**config.mk**
```make
export PLATFORM = sky130hd
export DESIGN_NAME = map_point_record_parser
export DESIGN_NICKNAME = d
export VERILOG_FILES = /design/src/mpr_pkg.sv /design/src/mpr_cfg_regs.sv /design/src/mpr_parser.sv /design/src/mpr_coord.sv /design/src/map_point_record_parser.sv
export SDC_FILE = /design/constraint.sdc
export NUM_CORES = 1
export LEC_CHECK = 0
export ABC_AREA = 1
export BUFFER_PORTS_ARGS = -buffer_cell sky130_fd_sc_hd__buf_2
export CAP_MARGIN = 10
export CELL_PAD_IN_SITES_DETAIL_PLACEMENT = 0
export CELL_PAD_IN_SITES_GLOBAL_PLACEMENT = 1
export CORE_ASPECT_RATIO = 1.4
export CORE_MARGIN = 2
export CORE_UTILIZATION = 45
export DETAILED_ROUTE_END_ITERATION = 16
export GPL_TIMING_DRIVEN = 0
export PLACE_DENSITY_LB_ADDON = 0.1
export SYNTH_ARGS = -nofsm -noshare
export SYNTH_HDL_FRONTEND = slang
export SYNTH_SLANG_ARGS = --single-unit
export TNS_END_PERCENT = 100
```
**constraint.sdc**
```tcl
create_clock -name clk_i -period 14.2 [get_ports clk_i]
set_clock_uncertainty 0.15 [all_clocks]
set_input_delay 4.26 -clock clk_i [delete_from_list [all_inputs] [get_ports clk_i]]
set_output_delay 4.26 -clock clk_i [all_outputs]
set_load 0.005 [all_outputs]
```
**src/mpr_pkg.sv**
```systemverilog
`timescale 1ns / 1ps

package mpr_pkg;

  // Configuration register indexes
  localparam logic [2:0] REG_CONTENT_FLAGS = 3'd0;
  localparam logic [2:0] REG_RESOLUTION    = 3'd1;
  localparam logic [2:0] REG_CENTER_LON    = 3'd2;
  localparam logic [2:0] REG_CENTER_LAT    = 3'd3;
  localparam logic [2:0] REG_LEVEL         = 3'd4;
  localparam logic [2:0] REG_BLOCK_LENGTH  = 3'd5;

  localparam logic [4:0]  RES_FULL     = 5'd24;
  localparam logic [23:0] POS_MAX      = 24'hFF_FFFF;
  localparam logic [3:0]  RECORD_BYTES = 4'd8;

  // Input word: one block byte
  typedef struct packed {
    logic [7:0] data_byte;
    logic       block_start;
  } in_t;

  // Result word: one point record
  typedef struct packed {
    logic [7:0]         poi_type;
    logic               sub_found;
    logic [7:0]         subtype;
    logic [21:0]        label_offset;
    logic signed [31:0] lon_units;
    logic signed [31:0] lat_units;
    logic [3:0]         end_level;
  } out_t;

  // Configuration register file contents
  typedef struct packed {
    logic [3:0]  content_flags;
    logic [4:0]  resolution;
    logic [23:0] center_lon;
    logic [23:0] center_lat;
    logic [3:0]  level;
    logic [23:0] block_length;
  } cfg_t;

  // Raw record handed from the parser to the coordinate stage
  typedef struct packed {
    logic [63:0] rec_bytes;
    logic        sub_found;
    logic [7:0]  subtype;
  } rec_t;

endpackage

```
**src/mpr_cfg_regs.sv**
```systemverilog
`timescale 1ns / 1ps

module mpr_cfg_regs (
  input  logic             clk_i,
  input  logic             rst_ni,
  input  logic             cfg_valid_i,
  output logic             cfg_ready_o,
  input  logic [2:0]       cfg_index_i,
  input  logic [23:0]      cfg_data_i,
  output mpr_pkg::cfg_t    cfg_o
);

  mpr_pkg::cfg_t cfg_q;
  mpr_pkg::cfg_t cfg_d;

  assign cfg_ready_o = 1'b1;
  assign cfg_o       = cfg_q;

  // Register write decode; unknown indexes are dropped
  always_comb begin
    cfg_d = cfg_q;
    if (cfg_valid_i) begin
      case (cfg_index_i)
        mpr_pkg::REG_CONTENT_FLAGS: cfg_d.content_flags = cfg_data_i[3:0];
        mpr_pkg::REG_RESOLUTION:    cfg_d.resolution    = cfg_data_i[4:0];
        mpr_pkg::REG_CENTER_LON:    cfg_d.center_lon    = cfg_data_i;
        mpr_pkg::REG_CENTER_LAT:    cfg_d.center_lat    = cfg_data_i;
        mpr_pkg::REG_LEVEL:         cfg_d.level         = cfg_data_i[3:0];
        mpr_pkg::REG_BLOCK_LENGTH:  cfg_d.block_length  = cfg_data_i;
        default: ;
      endcase
    end
  end

  always_ff @(posedge clk_i or negedge rst_ni) begin
    if (!rst_ni) begin
      cfg_q <= '{content_flags: 4'd0, resolution: mpr_pkg::RES_FULL, center_lon: 24'd0,
                 center_lat: 24'd0, level: 4'd0, block_length: 24'd0};
    end else begin
      cfg_q <= cfg_d;
    end
  end

endmodule

```
**src/mpr_parser.sv**
```systemverilog
`timescale 1ns / 1ps

module mpr_parser (
  input  logic           clk_i,
  input  logic           rst_ni,
  input  mpr_pkg::cfg_t  cfg_i,
  input  logic           in_valid_i,
  output logic           in_ready_o,
  input  mpr_pkg::in_t   in_data_i,
  input  logic           out_free_i,
  output logic           rec_valid_o,
  output mpr_pkg::rec_t  rec_o
);

  // Input register
  logic          s1_valid_q;
  mpr_pkg::in_t  s1_q;
  logic          step;

  // Parse state
  logic [23:0] pos_q, pos_d;
  logic [23:0] send_q, send_d;
  logic [63:0] buf_q, buf_d;
  logic [3:0]  fill_q, fill_d;
  logic        pend_q, pend_d;
  logic [7:0]  plow_q, plow_d;

  // State as seen after an optional block restart
  logic        start;
  logic [23:0] pos_e, send_e;
  logic [3:0]  fill_e;
  logic        pend_e;
  logic [7:0]  plow_e;

  logic        has_std, has_idx, has_pl, has_pg, has_pts;
  logic [1:0]  n_ptr;
  logic [2:0]  two_n;
  logic        use_ptr;
  logic [23:0] first_pos, end_raw, end_pos;
  logic [24:0] pos_p1;
  logic        in_sect;
  logic [15:0] ptr_word;
  logic [63:0] buf_new;

  assign step       = s1_valid_q && out_free_i;
  assign in_ready_o = !s1_valid_q || out_free_i;

  always_ff @(posedge clk_i or negedge rst_ni) begin
    if (!rst_ni) begin
      s1_valid_q <= 1'b0;
    end else if (in_ready_o) begin
      s1_valid_q <= in_valid_i;
    end
  end

  always_ff @(posedge clk_i) begin
    if (in_ready_o && in_valid_i) begin
      s1_q <= in_data_i;
    end
  end

  // Block restart view
  assign start  = s1_q.block_start;
  assign pos_e  = start ? '0 : pos_q;
  assign send_e = start ? '0 : send_q;
  assign fill_e = start ? '0 : fill_q;
  assign pend_e = start ? 1'b0 : pend_q;
  assign plow_e = start ? '0 : plow_q;

  // Section layout from the content flags
  assign has_std = cfg_i.content_flags[0];
  assign has_idx = cfg_i.content_flags[1];
  assign has_pl  = cfg_i.content_flags[2];
  assign has_pg  = cfg_i.content_flags[3];
  assign has_pts = has_std || has_idx;

  assign n_ptr = {1'b0, has_idx && has_std} + {1'b0, has_pl && has_pts}
               + {1'b0, has_pg && (has_pts || has_pl)};
  assign two_n     = {n_ptr, 1'b0};
  assign use_ptr   = (n_ptr != 2'd0) && ({21'd0, two_n} <= cfg_i.block_length);
  assign first_pos = use_ptr ? {21'd0, two_n} : '0;
  assign end_raw   = use_ptr ? send_e : cfg_i.block_length;
  assign end_pos   = (end_raw > cfg_i.block_length) ? cfg_i.block_length : end_raw;
  assign pos_p1    = {1'b0, pos_e} + 25'd1;
  assign in_sect   = (pos_e >= first_pos) && (pos_e < end_pos);
  assign ptr_word  = {s1_q.data_byte, plow_e};

  always_comb begin
    buf_new = buf_q;
    buf_new[{fill_e[2:0], 3'b000} +: 8] = s1_q.data_byte;
  end

  // Per-byte parse step
  always_comb begin
    pos_d       = pos_q;
    send_d      = send_q;
    buf_d       = buf_q;
    fill_d      = fill_q;
    pend_d      = pend_q;
    plow_d      = plow_q;
    rec_valid_o = 1'b0;
    rec_o       = '0;
    rec_o.rec_bytes = buf_q;
    if (step) begin
      pos_d  = (pos_e == mpr_pkg::POS_MAX) ? pos_e : pos_e + 24'd1;
      send_d = send_e;
      fill_d = fill_e;
      pend_d = pend_e;
      plow_d = plow_e;
      if (start && pend_q) begin
        // restart flushes the held record without its subtype
        rec_valid_o = 1'b1;
      end
      if (pend_e) begin
        rec_valid_o       = 1'b1;
        rec_o.sub_found   = pos_e < end_pos;
        rec_o.subtype     = (pos_e < end_pos) ? s1_q.data_byte : 8'd0;
        pend_d            = 1'b0;
        fill_d            = '0;
      end else if (has_pts) begin
        if (use_ptr && pos_e == 24'd0) begin
          plow_d = s1_q.data_byte;
        end else if (use_ptr && pos_e == 24'd1) begin
          send_d = ({8'd0, ptr_word} > cfg_i.block_length) ?
                   cfg_i.block_length : {8'd0, ptr_word};
        end else if (in_sect && fill_e < mpr_pkg::RECORD_BYTES) begin
          buf_d  = buf_new;
          fill_d = fill_e + 4'd1;
          if (fill_e == mpr_pkg::RECORD_BYTES - 4'd1) begin
            if (buf_new[31] && pos_p1 < {1'b0, end_pos}) begin
              pend_d = 1'b1;
            end else begin
              rec_valid_o     = 1'b1;
              rec_o.rec_bytes = buf_new;
              fill_d          = '0;
            end
          end
        end
      end
    end
  end

  always_ff @(posedge clk_i or negedge rst_ni) begin
    if (!rst_ni) begin
      pos_q  <= '0;
      send_q <= '0;
      fill_q <= '0;
      pend_q <= 1'b0;
      plow_q <= '0;
    end else begin
      pos_q  <= pos_d;
      send_q <= send_d;
      fill_q <= fill_d;
      pend_q <= pend_d;
      plow_q <= plow_d;
    end
  end

  always_ff @(posedge clk_i) begin
    buf_q <= buf_d;
  end

  // A held record always has all eight bytes
  a_pend_full: assert property (@(posedge clk_i) disable iff (!rst_ni)
    pend_q |-> fill_q == mpr_pkg::RECORD_BYTES)
    else $error("subtype pending without a full record");

  a_fill_range: assert property (@(posedge clk_i) disable iff (!rst_ni)
    fill_q <= mpr_pkg::RECORD_BYTES)
    else $error("record fill overran");

  // A stalled byte is held in the input register
  a_hold: assert property (@(posedge clk_i) disable iff (!rst_ni)
    s1_valid_q && !out_free_i |=> s1_valid_q && $stable(s1_q))
    else $error("input register lost a stalled byte");

  a_no_emit_stall: assert property (@(posedge clk_i) disable iff (!rst_ni)
    rec_valid_o |-> out_free_i)
    else $error("record produced while result register busy");

endmodule

```
**src/mpr_coord.sv**
```systemverilog
`timescale 1ns / 1ps

module mpr_coord (
  input  mpr_pkg::cfg_t  cfg_i,
  input  mpr_pkg::rec_t  rec_i,
  output mpr_pkg::out_t  res_o
);

  logic [4:0]  shift;
  logic [31:0] dlon, dlat, clon, clat;

  // Delta scaling: shift saturates at zero for fine resolutions
  assign shift = (cfg_i.resolution > mpr_pkg::RES_FULL) ? 5'd0
               : mpr_pkg::RES_FULL - cfg_i.resolution;
  assign dlon  = {{16{rec_i.rec_bytes[47]}}, rec_i.rec_bytes[47:32]};
  assign dlat  = {{16{rec_i.rec_bytes[63]}}, rec_i.rec_bytes[63:48]};
  assign clon  = {{8{cfg_i.center_lon[23]}}, cfg_i.center_lon};
  assign clat  = {{8{cfg_i.center_lat[23]}}, cfg_i.center_lat};

  always_comb begin
    res_o              = '0;
    res_o.poi_type     = rec_i.rec_bytes[7:0];
    res_o.sub_found    = rec_i.sub_found;
    res_o.subtype      = rec_i.subtype;
    res_o.label_offset = rec_i.rec_bytes[29:8];
    res_o.lon_units    = clon + (dlon << shift);
    res_o.lat_units    = clat + (dlat << shift);
    res_o.end_level    = cfg_i.level;
  end

endmodule

```
**src/map_point_record_parser.sv**
```systemverilog
`timescale 1ns / 1ps
// Result path: a byte that completes a record reaches the output through the input register,
// then the result register; a subtype byte completes its held record.
// Throughput: one byte per cycle while the result side takes words.
// Reset: rst_ni asynchronous active low; clears parse state, handshake flags, and
// configuration (resolution 24, all other registers 0).

module map_point_record_parser (
  input  logic            clk_i,
  input  logic            rst_ni,
  input  logic            in_valid_i,
  output logic            in_ready_o,
  input  mpr_pkg::in_t    in_data_i,
  output logic            out_valid_o,
  input  logic            out_ready_i,
  output mpr_pkg::out_t   out_data_o,
  input  logic            cfg_valid_i,
  output logic            cfg_ready_o,
  input  logic [2:0]      cfg_index_i,
  input  logic [23:0]     cfg_data_i
);

  mpr_pkg::cfg_t  cfg;
  mpr_pkg::rec_t  rec;
  mpr_pkg::out_t  res;
  logic           rec_valid;
  logic           out_free;
  logic           out_valid_q;
  mpr_pkg::out_t  out_q;

  assign out_free    = !out_valid_q || out_ready_i;
  assign out_valid_o = out_valid_q;
  assign out_data_o  = out_q;

  mpr_cfg_regs u_cfg (
    .clk_i       (clk_i),
    .rst_ni      (rst_ni),
    .cfg_valid_i (cfg_valid_i),
    .cfg_ready_o (cfg_ready_o),
    .cfg_index_i (cfg_index_i),
    .cfg_data_i  (cfg_data_i),
    .cfg_o       (cfg)
  );

  mpr_parser u_parser (
    .clk_i       (clk_i),
    .rst_ni      (rst_ni),
    .cfg_i       (cfg),
    .in_valid_i  (in_valid_i),
    .in_ready_o  (in_ready_o),
    .in_data_i   (in_data_i),
    .out_free_i  (out_free),
    .rec_valid_o (rec_valid),
    .rec_o       (rec)
  );

  mpr_coord u_coord (
    .cfg_i (cfg),
    .rec_i (rec),
    .res_o (res)
  );

  // Result register
  always_ff @(posedge clk_i or negedge rst_ni) begin
    if (!rst_ni) begin
      out_valid_q <= 1'b0;
    end else if (rec_valid) begin
      out_valid_q <= 1'b1;
    end else if (out_ready_i) begin
      out_valid_q <= 1'b0;
    end
  end

  always_ff @(posedge clk_i) begin
    if (rec_valid) begin
      out_q <= res;
    end
  end

  a_keep_word: assert property (@(posedge clk_i) disable iff (!rst_ni)
    out_valid_q && !out_ready_i |=> out_valid_q && $stable(out_q))
    else $error("result word dropped or changed while stalled");

endmodule
```
==> results of run 1 <==
==> final cells by class <==
cell class                      instances  share of cell area [%]
Clock buffer                           41                    3.80
Inverter                              292                    4.44
Timing Repair Buffer                  154                    3.50
Buffer                                113                    2.04
Sequential cell                       327                    36.7
Tap cell                              630                    3.18
Clock inverter                         23                    1.25
Multi-Input combinational cell       2035                    45.1
==> through the flow <==
step | cell area (sq um) | setup TNS [ps] | worst slack [ps] | utilization (%) | std cells
4_1_cts | 24700 | 0 | 217 | 51.6 | 3616
5_1_grt | 24800 | 0 | 70.1 | 51.7 | 3615
3_5_place_dp | 23500 | 0 | 252 | 49.0 | 3552
2_1_floorplan | 21800 | 0 | 2460 | - | 2768
3_3_place_gp | 23300 | -250850 | -2340 | 48.7 | 3547
6_report | 24800 | 0 | 1180 | 51.7 | 3615
==> final timing paths <==
check,endpoint,slack (ps),depth (start not counted)
min in group asynchronous,u_parser.pos_q[15],3480,1
min,out_data_o[1],300,0
max reg2reg,out_data_o[35],1180,63
min reg2reg,out_data_o[1],300,0
max,out_data_o[35],1180,63
max in group asynchronous,u_cfg.cfg_o[40],9520,2
==> kinds of logic after synthesis <==
logic type                 synth area share (%)
adders and majority gates                  8.94
other                                    0.0172
and+or+nand+nor                            24.0
xor gates and xnor gates                   3.29
AOI/OAI and AO/OA                          14.7
DFF                                        41.6
buffers and inverters                      7.32
muxes                                    0.0918
==> metal layers <==
| metal | share of wire, % | track usage, % | vias up |
|---|---|---|---|
| met2 | 52 | 54.5 | 522 |
| met4 | 6.2 | 16.5 | 0 |
| li1 | - | - | 9762 |
| met3 | 3.8 | 3.08 | 169 |
| met5 | 0 | 0 | - |
| met1 | 38 | 32.6 | 9278 |
==> critical path, delay by kind of cell (launching register included) <==
kind | cells | cell delay, ps
fa+ha+maj | 5 | 1870
compound gates | 15 | 3090
flops | 1 | 410
simple gates | 34 | 4920
xor+xnor | 1 | 200
buf+inv | 8 | 2050
==> flip-flops by register name (all words and copies together) (netlist names) <==
signal	count
out_data_o	107
u_cfg.cfg_o	85
u_parser.buf_q	63
u_parser.pos_q	24
u_parser.send_q	24
u_parser.plow_q	8
u_parser.ptr_word	8
u_parser.fill_q	4
out_valid_o	1
u_parser.pend_q	1
u_parser.s1_valid_q	1
u_parser.start	1
==> power groups by stage <==
stage | sequential [mW] | clock [mW] | combinational (mW)
6_report | 1.29 | 1.01 | 2.05
5_1_grt | 1.29 | 1.06 | 2.30
4_1_cts | 1.28 | 1.03 | 2.04
3_5_place_dp | 1.30 | 0 | 2.03
3_3_place_gp | 1.30 | 0 | 2.00
2_1_floorplan | 1.26 | 0 | 1.45
==> cell usage after synthesis (6+ instances only) <==
cell type | count | share of area [%]
sky130_fd_sc_hd__nand2_1 | 655 | 11
sky130_fd_sc_hd__ha_1 | 151 | 8.7
sky130_fd_sc_hd__inv_2 | 20 | 0.34
sky130_fd_sc_hd__buf_6 | 7 | 0.36
sky130_fd_sc_hd__a22oi_1 | 12 | 0.41
sky130_fd_sc_hd__nand3_1 | 240 | 5.5
sky130_fd_sc_hd__nor4_1 | 7 | 0.20
sky130_fd_sc_hd__nor2_2 | 11 | 0.32
sky130_fd_sc_hd__o21ai_0 | 267 | 6.1
sky130_fd_sc_hd__o211ai_1 | 15 | 0.52
sky130_fd_sc_hd__buf_1 | 11 | 0.19
sky130_fd_sc_hd__nor2_4 | 10 | 0.52
sky130_fd_sc_hd__nor2_1 | 195 | 3.4
sky130_fd_sc_hd__edfxtp_1 | 179 | 25
sky130_fd_sc_hd__clkbuf_1 | 88 | 1.5
sky130_fd_sc_hd__xor2_1 | 60 | 2.4
sky130_fd_sc_hd__clkinv_1 | 11 | 0.19
sky130_fd_sc_hd__xnor2_1 | 22 | 0.88
sky130_fd_sc_hd__a21oi_1 | 195 | 4.5
sky130_fd_sc_hd__a211oi_1 | 13 | 0.45
sky130_fd_sc_hd__o21ai_1 | 44 | 1.0
sky130_fd_sc_hd__o22ai_1 | 7 | 0.20
sky130_fd_sc_hd__nand4_1 | 32 | 0.92
sky130_fd_sc_hd__inv_1 | 260 | 4.5
sky130_fd_sc_hd__a31oi_1 | 6 | 0.17
sky130_fd_sc_hd__dfrtp_1 | 146 | 17
sky130_fd_sc_hd__nor3_1 | 18 | 0.41
==> cell usage in the layout (no fill, tap or decap), types with 6 or more instances in the layout <==
master,instances
sky130_fd_sc_hd__nand2_1,655
sky130_fd_sc_hd__o21ai_0,267
sky130_fd_sc_hd__inv_1,260
sky130_fd_sc_hd__nand3_1,240
sky130_fd_sc_hd__nor2_1,194
sky130_fd_sc_hd__a21oi_1,194
sky130_fd_sc_hd__edfxtp_1,179
sky130_fd_sc_hd__buf_2,152
sky130_fd_sc_hd__ha_1,151
sky130_fd_sc_hd__dfrtp_1,146
sky130_fd_sc_hd__clkbuf_1,90
sky130_fd_sc_hd__xor2_1,60
sky130_fd_sc_hd__o21ai_1,44
sky130_fd_sc_hd__clkbuf_16,36
sky130_fd_sc_hd__nand4_1,32
sky130_fd_sc_hd__xnor2_1,22
sky130_fd_sc_hd__inv_2,20
sky130_fd_sc_hd__nor3_1,15
sky130_fd_sc_hd__o211ai_1,15
sky130_fd_sc_hd__a211oi_1,13
sky130_fd_sc_hd__nor2_2,12
sky130_fd_sc_hd__clkinv_1,12
sky130_fd_sc_hd__a22oi_1,12
sky130_fd_sc_hd__buf_1,11
sky130_fd_sc_hd__nor2_4,10
sky130_fd_sc_hd__buf_6,8
sky130_fd_sc_hd__nor3_2,7
sky130_fd_sc_hd__nor4_1,7
sky130_fd_sc_hd__o22ai_1,7
sky130_fd_sc_hd__a31oi_1,6
==> repair_timing <==
| action | 4_1_cts | 5_1_grt |
|---|---|---|
| endpoints found under the hold margin | 0 | 0 |
| resized for setup | 0 | 7 |
| endpoints found under the setup margin | 0 | 17 |
==> impl_metrics.csv, run 1 <==
group,metric,value,unit
setup_path,worstPathMaxFanout,72,
yosys,synthesis.instances,2768,
detailed_routing,antenna_violating_nets_post_route,0,
sta,setup_viol_count_final,0,
clock_network,clock_insertion_delay_worst_skew,580,ps
die,floorplan.core_area,47900,sq um
die,top_level_ports,151,
placement,hpwlAfterDp,59000,um
setup_path,endpoint_kind,"register",
clock_network,cts_tree,"built",
finish,fill_cells,4710,
setup_path,worst_path_max_delay_cell,"sky130_fd_sc_hd__fa_1",
clock_network,clock_path_buffers,3,
power_and_ir_drop,p_sw,1.92,mW
detailed_routing,firstDrtPassIters,5,
clock_network,h-tree-depth,2,
yosys,ys_seq_elements,327,
job,cap_violations,0,
placement,port_buffers,149,
grt,grt_pass1_wl,113000,um
setup_path,worst-setup-path-type,"reg2reg",
sta,maxClockFrequency,76.8,MHz
yosys,synth_area_per_cell,7.88,sq um
finish,nets,3153,
yosys,commonest_register_cell_after_synthesis,"sky130_fd_sc_hd__edfxtp_1",
sta,post-route-period-util,91.7,%
yosys,synth_net_count,2963,
finish,synthToLayoutAreaGrowth,13.5,%
finish,fraction_of_final_layout_cells_with_drive_strength_greater_than_1,10.3,%
setup_path,crit_path_max_incr_delay,610,ps
sta,finalHoldWorstSlack,298,ps
power_and_ir_drop,power.share.switching,44.1,%
power_and_ir_drop,intPower,2.43,mW
sta,finalHoldViolations,0,
grt,grt_pass1_vias,19400,
finish,ff_latch_area,9080,sq um
power_and_ir_drop,power.share.sequential,29.6,%
power_and_ir_drop,totalPowerFinal,4.34,mW
yosys,netlist-cell-type-count,63,
yosys,synth-seq-area-share,41.6,%
min_path,hp-start,"u_cfg.cfg_o[25]",
finish,n_antenna_cell,0,
setup_path,timing.critical_path.from_type,"register",
die,chipWidth,190,um
setup_path,startpoint,"u_cfg.cfg_o[82]",
setup_path,critical_path.most_common_cell,"sky130_fd_sc_hd__nand2_1",
detailed_routing,total_via_count_after_detailed_routing,19700,
grt,gr-usage-all-layers,29.4,%
sta,worst_slew_margin_rel,21.2,%
min_path,worst_hold_path_type,"reg2reg",
die,fp-row-count,95,
power_and_ir_drop,share_of_total_power_in_the_clock_network,23.2,%
yosys,synth-edff-count,179,
grt,grt_max_degree,100,
grt,grt.overflow.total,0,
die,die_height,264,um
grt,number_of_antenna_violations_at_the_first_check_in_global_routing,0,
yosys,async_flop_share,45.3,%
setup_path,cp.arrival,13180,ps
clock_network,ctsHoldBuffers,0,
setup_path,worstReg2RegStart,"u_cfg.cfg_o[82]",
power_and_ir_drop,leakage,11.5,nW
sta,maxSlewViolCount,0,
power_and_ir_drop,irDropWorstVdd,118,uV
yosys,yosys_warnings,0,
detailed_routing,route.final.wire_length,74100,um
detailed_routing,wl_per_cell,20.5,um
sta,grt_setup_unrepaired,"false",
clock_network,cts_num_sinks,327,
power_and_ir_drop,power_density,175,nW/um^2
detailed_routing,drt-vias-per-instance,5.46,
clock_network,cts_post_setup_buffers_inserted,0,
clock_network,path_clk_slew,70,ps
sta,actual_transition_at_the_worst_max_transition_pin,1170,ps
placement,finalWeightedCongestion,0.937,
power_and_ir_drop,power.combinational.fraction,47.2,%
finish,multi_input_area,11200,sq um
detailed_routing,dr.first_iter.drc_count,1202,
detailed_routing,drc,0,
yosys,mappedNetlistArea,21800,sq um
sta,timing.final.crit_period,13020,ps
die,die_area,50300,sq um
clock_network,tritoncts.num_buffers,35,
clock_network,cts_root_buffer,"sky130_fd_sc_hd__clkbuf_16",
die,initial_core_util,45.5,%
setup_path,worst_ep_required_time,14360,ps
run_status,run_status,"finished clean",
Note: power is estimated with default switching activity, not from simulation.
==> run 2: changes to the inputs <==
REMOVE_ABC_BUFFERS = 1   (was unset)
==> impl_metrics.csv, run 2 (synthesis results as in run 1) <==
group,metric,value,unit
run_status,run_status,"finished clean",
detailed_routing,route.final.wire_length,67000,um
sta,actual_transition_at_the_worst_max_transition_pin,1050,ps
finish,nets,3062,
sta,timing.final.crit_period,12760,ps
setup_path,cp.arrival,12910,ps
sta,finalHoldWorstSlack,286,ps
setup_path,worst-setup-path-type,"reg2reg",
clock_network,path_clk_slew,60,ps
power_and_ir_drop,power_density,172,nW/um^2
detailed_routing,firstDrtPassIters,5,
finish,fill_cells,4693,
sta,finalHoldViolations,0,
setup_path,worst_path_max_delay_cell,"sky130_fd_sc_hd__fa_1",
finish,final_cell_mix,"sky130_fd_sc_hd__nand2_1 (653), sky130_fd_sc_hd__o21ai_0 (267), sky130_fd_sc_hd__inv_1 (260), sky130_fd_sc_hd__nand3_1 (239), sky130_fd_sc_hd__nor2_1 (195)",
detailed_routing,drt-vias-per-instance,5.42,
grt,gr-usage-all-layers,26.7,%
placement,post-place-ws,238,ps
sta,finalSetupTns,0,ps
detailed_routing,total_via_count_after_detailed_routing,19100,
clock_network,tritoncts.num_buffers,37,
placement,place.detailed.instances,3450,
min_path,worst_hold_path_type,"reg2reg",
detailed_routing,antenna_violating_nets_post_route,0,
finish,n_antenna_cell,0,
sta,setup_viol_count_final,0,
clock_network,clock_path_buffers,3,
detailed_routing,wl_per_cell,19.0,um
finish,mostFrequentLayoutCell,"sky130_fd_sc_hd__nand2_1",
grt,grt.overflow.total,0,
sta,post-route-period-util,89.9,%
sta,grt_setup_unrepaired,"false",
finish,final_area,24600,sq um
setup_path,crit_path_max_incr_delay,690,ps
power_and_ir_drop,leakage,11.4,nW
placement,port_buffers,149,
setup_path,worstPathMaxFanout,55,
grt,grt_pass1_vias,18600,
grt,number_of_antenna_violations_at_the_first_check_in_global_routing,0,
placement,dpl_cell_area,23200,sq um
job,cap_violations,0,
power_and_ir_drop,totalPowerFinal,4.24,mW
finish,instances_no_fill,3525,
grt,grt_max_degree,115,
setup_path,worst_ep_required_time,14340,ps
sta,maxSlewViolCount,0,
grt,grt_pass1_wl,104000,um
power_and_ir_drop,irDropWorstVdd,114,uV
die,floorplan.core_area,47900,sq um
die,initial_core_util,45.5,%
finish,largest_reg_flops,107,
clock_network,h-tree-depth,2,
placement,finalWeightedCongestion,1.05,
setup_path,timing.critical_path.from_type,"register",
clock_network,clock_insertion_delay_worst_skew,570,ps
clock_network,cts_root_buffer,"sky130_fd_sc_hd__clkbuf_16",
die,die_height,264,um
clock_network,cts_num_sinks,327,
placement,hpwlAfterDp,51300,um
finish,fraction_of_final_layout_cells_with_drive_strength_greater_than_1,11.0,%
die,die_area,50300,sq um
die,fp-row-count,95,
detailed_routing,drc,0,
finish,synthToLayoutAreaGrowth,12.6,%
clock_network,cts_tree,"built",
sta,worst_slew_margin_rel,29.0,%
clock_network,ctsHoldBuffers,0,
detailed_routing,dr.first_iter.drc_count,1304,
die,chipWidth,190,um
sta,timing.final.ws_setup,1440,ps
finish,postLayoutCoreUtil,51.3,%
setup_path,endpoint_kind,"register",
die,top_level_ports,151,
sta,maxClockFrequency,78.3,MHz
==> run 2: cell count changes in the layout (fill, tap and decap cells not counted), moves of 2 or more <==
| cell | before | now |
|---|---|---|
| sky130_fd_sc_hd__buf_1 | 11 | 0 |
| sky130_fd_sc_hd__buf_12 | 3 | 6 |
| sky130_fd_sc_hd__buf_16 | 2 | 9 |
| sky130_fd_sc_hd__buf_2 | 152 | 148 |
| sky130_fd_sc_hd__buf_6 | 8 | 3 |
| sky130_fd_sc_hd__buf_8 | 1 | 3 |
| sky130_fd_sc_hd__bufinv_16 | 5 | 2 |
| sky130_fd_sc_hd__clkbuf_1 | 90 | 3 |
| sky130_fd_sc_hd__clkinv_1 | 12 | 17 |
| sky130_fd_sc_hd__clkinv_2 | 5 | 7 |
| sky130_fd_sc_hd__clkinvlp_4 | 5 | 2 |
| sky130_fd_sc_hd__nand2_1 | 655 | 653 |
| sky130_fd_sc_hd__o21ai_1 | 44 | 42 |
==> run 2: path summary, 6_finish.rpt <==
path,start,end,slack (ps),depth (start not counted)
worst max-delay path,u_cfg.cfg_o[82],out_data_o[34],1440,55
worst min-delay path,u_cfg.cfg_o[27],out_data_o[3],290,0
worst max register to register,u_cfg.cfg_o[82],out_data_o[34],1440,55
worst min register to register,u_cfg.cfg_o[27],out_data_o[3],290,0
max in group asynchronous,rst_ni,u_parser.send_q[12],9560,2
min in group asynchronous,rst_ni,u_parser.pos_q[19],3420,1
==> run 2: layer usage <==
layer	vias to the layer above	wire [um]	track usage (%)
met5	-	0	0
met4	0	3750	13.9
met3	144	2210	2.78
met2	445	34900	49.2
met1	8954	26100	30.3
li1	9572	-	-
==> run 2: worst max-delay path, delay by kind of cell, from the launching register on <==
| kind | cells | cell delay, ps |
|---|---|---|
| buf+inv | 4 | 940 |
| compound gates | 18 | 4470 |
| fa+ha+maj | 5 | 1840 |
| flops | 1 | 400 |
| xor+xnor | 1 | 110 |
| simple gates | 27 | 4510 |
==> run 2: timing repair <==
action,CTS,global route
endpoints found under the setup margin,0,7
buffers inserted,0,3
gates resized for setup,0,3
==> run 2: where the power goes <==
group	switching [mW]	internal (mW)
registers	0.0743	1.19
logic	1.35	0.668
clock network	0.416	0.529
total	1.84	2.39
==> run 2: cell type report <==
cell class / count / area (sq um) / share of cell area, %
Multi-Input combinational cell: 2035 / 11200 / 45.6
Sequential cell: 327 / 9080 / 37.0
Timing Repair Buffer: 174 / 1220 / 4.98
Inverter: 292 / 1100 / 4.48
Clock buffer: 42 / 965 / 3.93
Tap cell: 630 / 788 / 3.21
Clock inverter: 25 / 198 / 0.805
